`src/sv/rcfr_pkg.sv`:
```
// Package for the RC serial frame receiver: frame constants, register codes and shared types.
package rcfr_pkg;

	localparam int NUM_CHANNELS = 8;
	localparam int CHAN_W       = 16;
	localparam int BYTE_W       = 8;
	localparam int POS_W        = 5;
	localparam int FRAME_LEN    = 32;
	localparam int SUM_BYTES    = 30;
	localparam int CHAN_BASE    = 2;
	localparam int CH_BYTES     = 2 * NUM_CHANNELS;
	localparam int BIDX_W       = (CH_BYTES > 1) ? $clog2(CH_BYTES) : 1;
	localparam int ROW_W        = CHAN_W * NUM_CHANNELS;
	localparam int CFG_IDX_W    = 8;
	localparam int CFG_DATA_W   = 16;

	localparam logic [CHAN_W-1:0] SUM_INIT    = 16'hFFFF;
	localparam logic [CHAN_W-1:0] GAP_RESET   = 16'd3000;
	localparam logic [BYTE_W-1:0] SYNC_RESET  = 8'h20;
	localparam logic [POS_W-1:0]  POS_LAST    = POS_W'(FRAME_LEN - 1);
	localparam logic [POS_W-1:0]  POS_SUM_END = POS_W'(SUM_BYTES);
	localparam logic [POS_W-1:0]  POS_CHK_LO  = POS_W'(SUM_BYTES);
	localparam logic [POS_W-1:0]  POS_CH_LO   = POS_W'(CHAN_BASE);
	localparam logic [POS_W-1:0]  POS_CH_END  = POS_W'(CHAN_BASE + CH_BYTES);

	typedef enum logic [CFG_IDX_W-1:0] {
		CFG_GAP_LIMIT = 8'd0,
		CFG_SYNC      = 8'd1
	} cfg_idx_t;

	// Per-item decode handed from the frame tracker to the top level.
	typedef struct packed {
		logic              store_en;
		logic [BIDX_W-1:0] byte_idx;
		logic              last;
		logic              ok;
	} trk_t;

endpackage

```
`src/sv/rcfr_if.sv`:
```
// Channel interfaces of the RC serial frame receiver: byte input, frame result and register write.
interface rcfr_in_if;
	import rcfr_pkg::*;
	logic              valid;
	logic              ready;
	logic [BYTE_W-1:0] rx_byte;
	logic [CHAN_W-1:0] gap_us;
	modport source (output valid, output rx_byte, output gap_us, input ready);
	modport sink (input valid, input rx_byte, input gap_us, output ready);
endinterface

interface rcfr_out_if;
	import rcfr_pkg::*;
	logic              valid;
	logic              ready;
	logic              frame_ok;
	logic [CHAN_W-1:0] chan0;
	logic [CHAN_W-1:0] chan1;
	logic [CHAN_W-1:0] chan2;
	logic [CHAN_W-1:0] chan3;
	logic [CHAN_W-1:0] chan4;
	logic [CHAN_W-1:0] chan5;
	logic [CHAN_W-1:0] chan6;
	logic [CHAN_W-1:0] chan7;
	modport source (output valid, output frame_ok, output chan0, output chan1, output chan2,
		output chan3, output chan4, output chan5, output chan6, output chan7, input ready);
	modport sink (input valid, input frame_ok, input chan0, input chan1, input chan2,
		input chan3, input chan4, input chan5, input chan6, input chan7, output ready);
endinterface

interface rcfr_cfg_if;
	import rcfr_pkg::*;
	logic                  valid;
	logic                  ready;
	logic [CFG_IDX_W-1:0]  index;
	logic [CFG_DATA_W-1:0] data;
	modport source (output valid, output index, output data, input ready);
	modport sink (input valid, input index, input data, output ready);
endinterface

```
`src/sv/rcfr_track.sv`:
```
// Frame tracker: position, running checksum and checksum compare for each received byte.
module rcfr_track
	import rcfr_pkg::*;
(
	input  logic              clk,
	input  logic              arst_n,
	input  logic              acc,
	input  logic [BYTE_W-1:0] rx_byte,
	input  logic [CHAN_W-1:0] gap_us,
	input  logic [CHAN_W-1:0] gap_limit,
	input  logic [BYTE_W-1:0] sync_val,
	output trk_t              trk
);

	logic [POS_W-1:0]  pos_q;
	logic [CHAN_W-1:0] sum_q;
	logic [BYTE_W-1:0] chk_lo_q;
	logic [POS_W-1:0]  pos;
	logic              drop;
	logic [CHAN_W-1:0] sum_base;

	always_comb begin
		pos      = (gap_us > gap_limit) ? '0 : pos_q;
		drop     = (pos == '0) && (rx_byte != sync_val);
		sum_base = (pos == '0) ? SUM_INIT : sum_q;
		trk.store_en = !drop && (pos >= POS_CH_LO) && (pos < POS_CH_END);
		trk.byte_idx = BIDX_W'(pos - POS_CH_LO);
		trk.last     = !drop && (pos == POS_LAST);
		trk.ok       = ({rx_byte, chk_lo_q} == sum_q);
	end

	always_ff @(posedge clk or negedge arst_n) begin
		if (!arst_n) begin
			pos_q <= '0;
			sum_q <= SUM_INIT;
		end else if (acc) begin
			if (drop) begin
				pos_q <= '0;
			end else if (pos == POS_LAST) begin
				pos_q <= '0;
				sum_q <= SUM_INIT;
			end else begin
				pos_q <= pos + POS_W'(1);
				if (pos < POS_SUM_END) begin
					sum_q <= sum_base - CHAN_W'(rx_byte);
				end else begin
					sum_q <= sum_base;
				end
			end
		end
	end

	// Low checksum byte; only ever read at the last position of a frame.
	always_ff @(posedge clk) begin
		if (acc && !drop && (pos == POS_CHK_LO)) begin
			chk_lo_q <= rx_byte;
		end
	end

endmodule

```
`src/sv/rc_serial_frame_receiver.sv`:
```
// Top level of the RC serial frame receiver: channel bank memory, result pipeline and registers.
// A frame result passes through the bank read stage and then the output register.
// Throughput: one byte per cycle; the input stalls only while a finished result waits in the
// output register and a second one waits behind it in the bank read stage.
// Reset: position zero, checksum 0xFFFF, no good frame seen (channels read zero), registers
// at 3000 us gap limit and sync 0x20. The bank memory is not cleared; it needs no clearing pass.
module rc_serial_frame_receiver
	import rcfr_pkg::*;
(
	input logic       clk,
	input logic       arst_n,
	rcfr_in_if.sink   rx,
	rcfr_out_if.source res,
	rcfr_cfg_if.sink  cfg
);

	// Configuration registers. Writes are always taken.
	logic [CHAN_W-1:0] gap_limit_q;
	logic [BYTE_W-1:0] sync_q;

	assign cfg.ready = 1'b1;

	always_ff @(posedge clk or negedge arst_n) begin
		if (!arst_n) begin
			gap_limit_q <= GAP_RESET;
			sync_q      <= SYNC_RESET;
		end else if (cfg.valid) begin
			case (cfg.index)
				CFG_GAP_LIMIT: gap_limit_q <= cfg.data;
				CFG_SYNC:      sync_q      <= cfg.data[BYTE_W-1:0];
				default: ;
			endcase
		end
	end

	// Frame tracking runs on every accepted byte.
	logic acc;
	trk_t trk;

	assign acc = rx.valid && rx.ready;

	rcfr_track u_track (
		.clk       (clk),
		.arst_n    (arst_n),
		.acc       (acc),
		.rx_byte   (rx.rx_byte),
		.gap_us    (rx.gap_us),
		.gap_limit (gap_limit_q),
		.sync_val  (sync_q),
		.trk       (trk)
	);

	// The channel bytes of a frame are written into the inactive row of a two-row memory.
	// When the checksum of a frame matches, that row becomes the active one, so the
	// latched channels are never disturbed by a frame that is still being collected.
	logic [ROW_W-1:0] bank_mem [2];
	logic             act_q;
	logic             good_q;
	logic             rd_bank;

	assign rd_bank = trk.ok ? ~act_q : act_q;

	always_ff @(posedge clk) begin
		if (acc && trk.store_en) begin
			bank_mem[~act_q][BYTE_W*trk.byte_idx +: BYTE_W] <= rx.rx_byte;
		end
	end

	// Bank read stage: the row that holds the channels to report is read when the last
	// byte of a frame is accepted, and the registered data waits here for the output.
	logic [ROW_W-1:0] rd_row_s1;
	logic             vld_s1;
	logic             ok_s1;
	logic             good_s1;

	always_ff @(posedge clk) begin
		if (acc && trk.last) begin
			rd_row_s1 <= bank_mem[rd_bank];
		end
	end

	// Output register.
	logic              out_vld_q;
	logic              out_ok_q;
	logic [CHAN_W-1:0] out_chan_q [8];
	logic [CHAN_W-1:0] chan_s1 [8];
	logic              move;

	assign move     = vld_s1 && (!out_vld_q || res.ready);
	assign rx.ready = !(vld_s1 && out_vld_q && !res.ready);

	// Unused lanes, and all lanes before the first good frame, read zero.
	for (genvar k = 0; k < 8; k++) begin : g_lane
		if (k < NUM_CHANNELS) begin : g_used
			assign chan_s1[k] = good_s1 ? rd_row_s1[CHAN_W*k +: CHAN_W] : '0;
		end else begin : g_unused
			assign chan_s1[k] = '0;
		end
	end

	always_ff @(posedge clk or negedge arst_n) begin
		if (!arst_n) begin
			act_q     <= 1'b0;
			good_q    <= 1'b0;
			vld_s1    <= 1'b0;
			ok_s1     <= 1'b0;
			good_s1   <= 1'b0;
			out_vld_q <= 1'b0;
			out_ok_q  <= 1'b0;
		end else begin
			if (move) begin
				vld_s1    <= 1'b0;
				out_vld_q <= 1'b1;
				out_ok_q  <= ok_s1;
			end else if (res.ready) begin
				out_vld_q <= 1'b0;
			end
			if (acc && trk.last) begin
				vld_s1  <= 1'b1;
				ok_s1   <= trk.ok;
				good_s1 <= good_q || trk.ok;
				if (trk.ok) begin
					act_q  <= ~act_q;
					good_q <= 1'b1;
				end
			end
		end
	end

	always_ff @(posedge clk) begin
		if (move) begin
			out_chan_q <= chan_s1;
		end
	end

	assign res.valid    = out_vld_q;
	assign res.frame_ok = out_ok_q;
	assign res.chan0    = out_chan_q[0];
	assign res.chan1    = out_chan_q[1];
	assign res.chan2    = out_chan_q[2];
	assign res.chan3    = out_chan_q[3];
	assign res.chan4    = out_chan_q[4];
	assign res.chan5    = out_chan_q[5];
	assign res.chan6    = out_chan_q[6];
	assign res.chan7    = out_chan_q[7];

endmodule
```
`src/flat_wrapper.sv`:
```
// flat-port wrapper written by rule: the top's interface ports become plain ports
module rc_serial_frame_receiver_flat import rcfr_pkg::*;
  (clk, arst_n, rx_valid, rx_rx_byte, rx_gap_us, rx_ready, res_valid, res_frame_ok, res_chan0, res_chan1, res_chan2, res_chan3, res_chan4, res_chan5, res_chan6, res_chan7, res_ready, cfg_valid, cfg_index, cfg_data, cfg_ready);
  rcfr_in_if rx_i ();
  rcfr_out_if res_i ();
  rcfr_cfg_if cfg_i ();
  input logic clk;
  input logic arst_n;
  input wire logic [$bits(rx_i.valid)-1:0] rx_valid;
  input wire logic [$bits(rx_i.rx_byte)-1:0] rx_rx_byte;
  input wire logic [$bits(rx_i.gap_us)-1:0] rx_gap_us;
  output wire logic [$bits(rx_i.ready)-1:0] rx_ready;
  output wire logic [$bits(res_i.valid)-1:0] res_valid;
  output wire logic [$bits(res_i.frame_ok)-1:0] res_frame_ok;
  output wire logic [$bits(res_i.chan0)-1:0] res_chan0;
  output wire logic [$bits(res_i.chan1)-1:0] res_chan1;
  output wire logic [$bits(res_i.chan2)-1:0] res_chan2;
  output wire logic [$bits(res_i.chan3)-1:0] res_chan3;
  output wire logic [$bits(res_i.chan4)-1:0] res_chan4;
  output wire logic [$bits(res_i.chan5)-1:0] res_chan5;
  output wire logic [$bits(res_i.chan6)-1:0] res_chan6;
  output wire logic [$bits(res_i.chan7)-1:0] res_chan7;
  input wire logic [$bits(res_i.ready)-1:0] res_ready;
  input wire logic [$bits(cfg_i.valid)-1:0] cfg_valid;
  input wire logic [$bits(cfg_i.index)-1:0] cfg_index;
  input wire logic [$bits(cfg_i.data)-1:0] cfg_data;
  output wire logic [$bits(cfg_i.ready)-1:0] cfg_ready;
  assign rx_i.valid = rx_valid;
  assign rx_i.rx_byte = rx_rx_byte;
  assign rx_i.gap_us = rx_gap_us;
  assign rx_ready = rx_i.ready;
  assign res_valid = res_i.valid;
  assign res_frame_ok = res_i.frame_ok;
  assign res_chan0 = res_i.chan0;
  assign res_chan1 = res_i.chan1;
  assign res_chan2 = res_i.chan2;
  assign res_chan3 = res_i.chan3;
  assign res_chan4 = res_i.chan4;
  assign res_chan5 = res_i.chan5;
  assign res_chan6 = res_i.chan6;
  assign res_chan7 = res_i.chan7;
  assign res_i.ready = res_ready;
  assign cfg_i.valid = cfg_valid;
  assign cfg_i.index = cfg_index;
  assign cfg_i.data = cfg_data;
  assign cfg_ready = cfg_i.ready;
  rc_serial_frame_receiver u_core (.clk(clk), .arst_n(arst_n), .rx(rx_i), .res(res_i), .cfg(cfg_i));
endmodule
```
`config.mk`:
```
export PLATFORM = sky130hd
export DESIGN_NAME = rc_serial_frame_receiver_flat
export DESIGN_NICKNAME = d
export VERILOG_FILES = /design/src/sv/rcfr_pkg.sv /design/src/sv/rcfr_if.sv /design/src/sv/rcfr_track.sv /design/src/sv/rc_serial_frame_receiver.sv /design/src/flat_wrapper.sv
export SDC_FILE = /design/constraint.sdc
export NUM_CORES = 1
export LEC_CHECK = 0
export BUFFER_PORTS_ARGS = -buffer_cell sky130_fd_sc_hd__buf_4
export CAP_MARGIN = 20
export CORE_ASPECT_RATIO = 1.1
export CORE_MARGIN = 1
export CORE_UTILIZATION = 54
export DETAILED_ROUTE_END_ITERATION = 6
export PLACE_DENSITY = 0.8
export SLEW_MARGIN = 20
export SYNTH_ARGS = -nofsm -noshare
export SYNTH_HDL_FRONTEND = slang
export SYNTH_SLANG_ARGS = --single-unit
```
`constraint.sdc`:
```
create_clock -name clk -period 6.74 [get_ports clk]
set_clock_uncertainty 0.1 [all_clocks]
set_input_delay 2.022 -clock clk [delete_from_list [all_inputs] [get_ports clk]]
set_output_delay 2.022 -clock clk [all_outputs]
set_load 0.03 [all_outputs]
```
==> results of run 1 <==
## Yosys cell counts, types with 4 or more instances
master	number	area [sq um]
a211oi_1	10	75.07
a21oi_1	18	90.09
and2_1	159	994.7
and3_1	13	81.33
buf_1	6	22.52
buf_2	5	25.02
clkbuf_1	81	304.0
dfrtp_1	28	700.7
dfstp_2	24	630.6
edfxtp_1	520	15610
ha_1	34	425.4
inv_1	42	157.7
mux2_2	138	1554
nand2_1	42	157.7
nand2b_1	7	43.79
nand3_1	9	45.04
nand4_1	7	43.79
nor2_1	45	168.9
nor3_1	80	400.4
nor4_1	59	369.1
nor4_2	9	112.6
nor4b_1	4	35.03
o211ai_1	4	30.03
o21a_1	6	45.04
o21ai_0	27	135.1
o31ai_1	5	37.54
or2_2	8	50.05
or3_1	4	25.02
xnor2_1	22	192.7
xor2_1	11	96.34
## power by group
part / leakage [nW] / internal, mW / switching, mW
Clock: 0.780 / 1.62 / 1.23
Combinational: 3.58 / 0.791 / 1.47
Sequential: 5.19 / 4.21 / 0.159
Total: 9.55 / 6.62 / 2.85
## layout make-up
type	count	area, sq um
fillers	2951	15020
well taps	567	709.4
flip-flops and latches	572	16950
inverters	42	166.4
clock buffers	63	1364
multi-input cells	786	6187
repair buffers	238	1847
clock inverters	26	261.5
## flip-flops by register name, indices dropped and copies added (netlist names), 5 cells and up
signal,flops
u_core.sync_q,8
u_core.res.chan7,16
u_core.res.chan3,16
u_core.u_track.pos_q,5
u_core.res.chan4,16
u_core.res.chan0,16
u_core.res.chan2,16
u_core.gap_limit_q,16
u_core.res.chan6,16
u_core.u_track.sum_q,16
u_core.res.chan1,16
u_core.res.chan5,16
u_core.u_track.chk_lo_q,8
u_core.rd_row_s1,128
u_core.bank_mem,256
## cell families (layout without fill, tap and decap cells)
kind of cell / count (synthesis) / in the layout / share of synthesized area (%)
adder cells (fa/ha/maj): 35 / 35 / 1.909
flip-flops: 572 / 572 / 72.61
other: 1 / 1 / 0.01607
buffers and inverters: 137 / 369 / 2.311
multiplexers: 139 / 139 / 6.701
AO/OA/AOI/OAI: 113 / 113 / 3.522
AND/OR/NAND/NOR: 465 / 465 / 11.69
XOR/XNOR: 33 / 33 / 1.238
## through the flow
step	TNS [ps]	total power, mW	setup WS (ps)	utilization [%]
global route	0	9.866	147.8	64.66
floorplan	-6418	5.948	-55.39	-
finish	0	9.475	455.1	64.66
global placement	0	6.601	93.15	60.82
detailed placement	-85.69	6.664	-60.43	60.83
CTS	0	9.507	557.3	64.66
## how the worst max path moves through the flow
stage	startpoint	to	slack (ps)	cells past startpoint
2_1_floorplan	rx_gap_us[1]	u_core.bank_mem[0][88]$_DFFE_PP_	-60	19
3_3_place_gp	rx_gap_us[1]	u_core.u_track.sum_q[14]$_DFFE_PN1P_	90	21
3_5_place_dp	rx_gap_us[1]	u_core.u_track.sum_q[14]$_DFFE_PN1P_	-60	21
4_1_cts	rx_gap_us[1]	u_core.u_track.sum_q[14]$_DFFE_PN1P_	560	21
5_1_grt	rx_gap_us[1]	u_core.u_track.sum_q[10]$_DFFE_PN1P_	150	21
6_report	rx_gap_us[1]	u_core.u_track.sum_q[14]$_DFFE_PN1P_	460	21
## routing by layer
metal,GRT usage [%],up-vias,share of wire (%)
met5,0,-,0
met4,6.359,0,2.5
met3,4.052,74,6.0
met2,35.64,419,50
met1,27.31,6352,42
li1,-,6008,-
## worst reg2reg max path, cell delays in order, from the launching register on
cell and delay (ps):
dfstp_2 520, inv_1 60, ha_1 320, nand4_1 250, a2111oi_4 580, or3_4 280
nand2_4 100, nand2_4 120, ha_4 150, o21ai_4 80, nor2_1 300, buf_4 200
or2_2 100, ha_1 280, a211oi_1 250, o21bai_1 150, and3_1 200, o21ai_0 300
a21boi_0 430, a311o_1 240, o221a_2 170
==> PnR_summary.wiki, run 1 <==
{| class="wikitable"
! Metric !! Value
|-
| Die outline width || 200.2 um
|-
| Total iterations of the first detailed-routing run || 5
|-
| Areal power density over the cells || about 340 nW/um^2
|-
| Area added between synthesis and finish || 17.76%
|-
| Half-perimeter wire length after placement || slightly below 30000 um
|-
| Maximum ir drop on the vdd rail || around 330 uV
|-
| Cells after synthesis || ~1500
|-
| Setup CP Type || input pin to flop
|-
| Hold Crit Depth || 1
|-
| Number of DRC violations after detailed-routing iteration 0 || between 900 and 1000
|-
| Vertical die dimension || roughly 220 um
|-
| Minimum hold slack || between 300 and 400 ps
|-
| Static Leakage || roughly 9.6 nW
|-
| Final cycle utilization of the critical path || about 93%
|-
| Largest net degree at the start of global routing || 129
|-
| Number of vias after detailed routing || approximately 13000
|-
| Antenna-violating nets left || 0
|-
| Placement-stage cell area || between 20000 and 30000 sq um
|-
| Post-synthesis cell type count || 76
|-
| GRT overflow || 0
|-
| Share of flip-flops with an asynchronous set or reset after synthesis || under 10%
|-
| Number of levels the H-tree was split into || 2
|-
| Average size of a mapped cell || 15.61 sq um
|-
| Critical Path Source Type || input pin
|-
| Sink count of the clock tree || between 500 and 600
|-
| TritonCTS clock tree || yes
|-
| Design area || about 27000 sq um
|-
| Unrepaired setup endpoints after global routing || false
|-
| Share of cells above drive strength 1 || between 30 and 40%
|-
| Most frequently used flop master after synthesis || edfxtp_1
|-
| Residual DRC || 0
|-
| Category of cells accounting for the largest share of critical-path delay || compound AO/OA/AOI/OAI gates
|-
| Result of the run || complete, no violations
|-
| Number of synthesized flops with an enable pin || 520
|-
| Post-CTS Setup Repair Bufs || 0
|-
| Reg2reg end || u_core.u_track.sum_q[14]$_DFFE_PN1P_
|-
| Buffer type at the clock tree root || clkbuf_16
|-
| Initial cell density of the core || around 55%
|-
| Commonest non-fill, non-tap cells in the layout || 520 x edfxtp_1, 232 x buf_4, 158 x and2_1
|-
| Average wire per cell in the routed design || 20.16 um
|-
| Wire length of the first global-routing pass || 70300 um
|-
| Buffers on Ports || roughly 180
|-
| Core footprint || between 40000 and 50000 sq um
|-
| Achievable Freq || about 160 MHz
|-
| Worst reg2reg path startpoint || u_core.gap_limit_q[7]$_DFFE_PN1P_
|-
| Maximum fanout encountered on the critical timing path || 7
|-
| CTS resizes || 0
|-
| Clock-pin slew reported for the worst setup and hold paths after clock tree synthesis || roughly 60 ps
|-
| Capturing element type of the critical path || flop
|-
| Register area share after synthesis || between 70 and 80%
|-
| Leading cell type in the layout, fill and taps excluded || edfxtp_1
|-
| End point of the worst hold path || u_core.good_q$_DFFE_PN0P_
|-
| Post-Place Cells || around 2200
|-
| FP Rows || a little under 80
|-
| Wire length after detailed routing || 46240 um
|-
| Mapped cell area || about 23000 sq um
|-
| Maximum single-stage delay on the critical path || between 600 and 700 ps
|-
| Synthesis warning total || 0
|-
| Number of global-route vias before repair || approximately 13000
|-
| Antenna fix cells || 0
|-
| Standard cell with the maximum stage delay on the critical path || a2111oi_4
|-
| Antenna violations before repair || 0
|-
| Gr usage total || approximately a fifth
|-
| Seq cells post-synth || 572
|-
| Final min period || 6285 ps
|-
| Depth of the most critical reg-to-reg path || 20
|-
| Max capacitance violation total || 0
|-
| Clock insertion delay at the later pin of the skew report || 590 ps
|-
| Die area || approximately 44000 sq um
|-
| Maximum clock insertion buffer count || 3
|-
| Critical path cell sequence || buf_4, ha_4, nor2b_1, o211ai_1, a2111oi_4, or3_4, nand2_4, nand2_4, ha_4, o21ai_4, nor2_1, buf_4, or2_2, ha_1, a211oi_1, o21bai_1, and3_1, o21ai_0, a21boi_0, a311o_1, o221a_2
|-
| Number of I/O pins || 185
|-
| Count of nets after finishing || approximately 1800
|-
| Count of endpoints failing hold in the final timing report || 0
|-
| Data arrival time at the worst-slack endpoint || ~6700 ps
|-
| Pins over their slew limit || 0
|-
| Slew at the pin closest to its max-slew limit || roughly 1100 ps
|-
| Required time worst endpoint || 7180 ps
|-
| Number of buffers inserted during clock tree synthesis || 53
|-
| Number of buffers and inverters on the critical path || 2
|-
| RePlAce Congestion || ~0.9
|-
| CTS Hold Bufs || 0
|-
| Register-to-register path setup slack || 1500 ps
|-
| Final count of negative-setup-slack endpoints || 0
|-
| Post-route non-filler standard cell count || about 2300
|-
| Via density per instance || about 5.6
|-
| Max transition margin || 28.53%
|-
| Syn nets || ~1600
|-
| Hold Crit Start || u_core.good_q$_DFFE_PN0P_
|-
| Type of the worst min-delay path || flop to flop
|}
(Power assumes the default switching activity.)
==> inputs of run 2 (changes only) <==
BUFFER_PORTS_ARGS = not set   (was -buffer_cell sky130_fd_sc_hd__buf_4)
CORE_UTILIZATION = 57   (was 54)
DONT_BUFFER_PORTS = 1   (was not set)
PLACE_DENSITY = 0.79   (was 0.8)
==> run 2 against run 1 <==
Combinational power decreased by 4%. Highest routed layer unchanged. Wire length decreased by 2.6%. Cell count is 10% lower. Design area fell by 4.9%. Critical endpoint is now u_core.bank_mem[1][32]$_DFFE_PP_. Critical path type unchanged. Largest cell class unchanged.
==> PnR_summary.wiki, run 2 (synthesized netlist as in run 1, its figures left out) <==
{| class="wikitable"
! Metric !! Value
|-
| Result of the run || complete, no violations
|-
| Number of levels the H-tree was split into || 2 (unchanged)
|-
| Antenna fix cells || 0 (unchanged)
|-
| Antenna-violating nets left || 0 (unchanged)
|-
| TritonCTS clock tree || yes
|-
| Areal power density over the cells || 361.8 nW/um^2 (+4.9%)
|-
| Number of buffers inserted during clock tree synthesis || 54 (+1.9%)
|-
| Share of cells above drive strength 1 || 23.26% (-8.1 points)
|-
| Number of DRC violations after detailed-routing iteration 0 || 984 (+3.7%)
|-
| Setup CP Type || input pin to flop
|-
| Critical Path Source Type || input pin
|-
| Final min period || 6148 ps (-137.1 ps)
|-
| Gr usage total || 22.22% (+1.3 points)
|-
| Largest net degree at the start of global routing || 130 (+0.78%)
|-
| Half-perimeter wire length after placement || 29060 um (-2.1%)
|-
| Standard cell with the maximum stage delay on the critical path || a2111oi_4
|-
| Maximum ir drop on the vdd rail || 201.6 uV (-39%)
|-
| Data arrival time at the worst-slack endpoint || 6280 ps (-440 ps)
|-
| CTS resizes || 0 (unchanged)
|-
| Wire length after detailed routing || 45020 um (-2.6%)
|-
| RePlAce Congestion || 0.8922 (+1.8%)
|-
| Number of vias after detailed routing || 12320 (-4.1%)
|-
| Unrepaired setup endpoints after global routing || false
|-
| Setup WS post-layout || 592.2 ps (+137.1 ps)
|-
| Category of cells accounting for the largest share of critical-path delay || simple AND/OR/NAND/NOR gates
|-
| Count of endpoints failing hold in the final timing report || 0 (unchanged)
|-
| Maximum fanout encountered on the critical timing path || 8 (+1)
|-
| Maximum single-stage delay on the critical path || 670 ps (-20 ps)
|-
| Initial cell density of the core || 57.95% (+3.0 points)
|-
| Layout fillers || 2731 (-7.5%)
|-
| Final cycle utilization of the critical path || 91.21% (-2.0 points)
|-
| FP Rows || 77 (-2.5%)
|-
| Die area || 41760 sq um (-5.2%)
|-
| Number of buffers and inverters on the critical path || 2 (unchanged)
|-
| Largest registers || u_core.bank_mem: 256 flops, u_core.rd_row_s1: 128 flops
|-
| Max reg flops || 256 (unchanged)
|-
| Antenna violations before repair || 0 (unchanged)
|-
| Static Leakage || 8.742 nW (-8.5%)
|-
| Sink count of the clock tree || 572 (unchanged)
|-
| Leading cell type in the layout, fill and taps excluded || edfxtp_1
|-
| Pins over their slew limit || 0 (unchanged)
|-
| Core footprint || 40270 sq um (-5.3%)
|-
| Area added between synthesis and finish || 11.97%
|-
| Count of nets after finishing || 1598 (-10%)
|-
| GRT overflow || 0 (unchanged)
|-
| Critical path cell sequence || ha_4, nor2b_1, o211ai_1, a2111oi_4, or3_4, nand2_4, nand2_4, inv_1, ha_1, a31oi_1, and3_1, or4b_2, nand3_1, nand3_1, buf_4, nor4_4
|-
| Die outline width || 194.9 um (-2.6%)
|-
| Register-to-register path setup slack || 1450 ps (-50 ps)
|-
| Maximum clock insertion buffer count || 3 (unchanged)
|-
| Residual DRC || 0 (unchanged)
|-
| Max capacitance violation total || 0 (unchanged)
|-
| Share of the core filled with cells || 64.89% (+0.23 points)
|-
| Vertical die dimension || 214.2 um (-2.6%)
|-
| Average wire per cell in the routed design || 21.80 um (+8.2%)
|-
| Buffers on Ports || 0 (-100%)
|-
| Clock insertion delay at the later pin of the skew report || 600 ps (about the same)
|-
| CTS Hold Bufs || 0 (unchanged)
|-
| Type of the worst min-delay path || flop to flop
|-
| Number of I/O pins || 185 (unchanged)
|-
| Final count of negative-setup-slack endpoints || 0 (unchanged)
|-
| Buffer type at the clock tree root || clkbuf_16
|-
| Required time worst endpoint || 6870 ps (-310 ps)
|-
| Register area || 16950 sq um (unchanged)
|-
| Total iterations of the first detailed-routing run || 5 (unchanged)
|-
| Capturing element type of the critical path || flop
|-
| Post-placement worst setup slack || 17.38 ps (+77.81 ps)
|-
| Wire length of the first global-routing pass || 70800 um (+0.71%)
|-
| Slew at the pin closest to its max-slew limit || 1046 ps (-17.47 ps)
|-
| Number of global-route vias before repair || 12560 (-0.24%)
|-
| Max transition margin || 29.64% (+1.1 points)
|-
| Achievable Freq || 162.7 MHz (+2.2%)
|-
| Most flops, register || u_core.bank_mem
|-
| Via density per instance || 5.968 (+6.5%)
|-
| Post-CTS Setup Repair Bufs || 0 (unchanged)
|-
| Commonest non-fill, non-tap cells in the layout || 520 x edfxtp_1, 158 x and2_1, 138 x mux2_2
|-
| Area taken by multi-input logic gates || 6186 sq um (about the same)
|-
| Clock-pin slew reported for the worst setup and hold paths after clock tree synthesis || 60 ps (about the same)
|}
-- run 2: changes by cell type in the layout (fill, tap and decap cells not counted), moves of 4 or more --
| cell | previous run | this run |
|---|---|---|
| buf_4 | 232 | 47 |
| clkbuf_1 | 10 | 6 |
| clkbuf_16 | 53 | 57 |
| clkinv_1 | 10 | 18 |
-- run 2: metrics by stage --
stage | hold WS (ps) | instances | TNS [ps] | power (mW) | instance area (sq um)
finish | 378.1 | 2065 | 0 | 9.453 | 26130
global route | 393.5 | 2065 | 0 | 9.853 | 26130
CTS | 369.2 | 2065 | 0 | 9.509 | 26130
detailed placement | 356.0 | 1967 | 0 | 6.618 | 24430
global placement | 352.3 | 1967 | 0 | 6.549 | 24430
floorplan | 335.4 | 1495 | -6418 | 5.948 | 23700
-- run 2: layout make-up --
class / instances / share of cell area, %
Sequential cell: 572 / 64.86
Multi-Input combinational cell: 786 / 23.67
Clock buffer: 63 / 5.545
Tap cell: 513 / 2.456
Timing Repair Buffer: 54 / 1.887
Clock inverter: 35 / 0.9481
Inverter: 42 / 0.6368
-- run 2: final timing paths --
kind / from / cells after the start / to
setup / recovery: rx_gap_us[1] / 16 / u_core.bank_mem[1][32]$_DFFE_PP_
setup reg to reg: u_core.gap_limit_q[7]$_DFFE_PN1P_ / 22 / u_core.u_track.sum_q[14]$_DFFE_PN1P_
hold / removal: u_core.good_q$_DFFE_PN0P_ / 1 / u_core.good_q$_DFFE_PN0P_
hold reg to reg: u_core.good_q$_DFFE_PN0P_ / 1 / u_core.good_q$_DFFE_PN0P_
min in group asynchronous: arst_n / 0 / u_core.res.frame_ok$_DFFE_PN0P_
max in group asynchronous: arst_n / 0 / u_core.gap_limit_q[11]$_DFFE_PN1P_
-- run 2: metal layers --
metal  GRT usage [%]  routed length (um)  up-vias
li1                -                   -     5659
met1           28.02               17720     6149
met2           38.05               22990      430
met3           4.734                2891       85
met4           7.822                1424        0
met5               0                   0        -
-- run 2: report_power, final --
part | total (mW) | internal [mW] | leakage, nW | switching (mW)
logic | 2.17 | 0.751 | 2.73 | 1.42
clock network | 2.90 | 1.64 | 0.813 | 1.25
registers | 4.39 | 4.21 | 5.19 | 0.178
-- run 2: worst register-to-register path: stages, from the launching register on --
cell and delay (ps):
dfstp_2 520, inv_1 60, ha_1 300, a21oi_1 150, o21ai_0 120, o2bb2ai_1 160
buf_4 180, or3_4 420, nand2_4 150, nand2_4 90, ha_4 180, o21ai_4 90
nor2_1 120, buf_4 180, or2_2 280, ha_1 340, a211oi_1 300, o21bai_1 130
and3_1 190, o21ai_0 290, a21boi_0 460, nand3_1 150, o221a_2 270
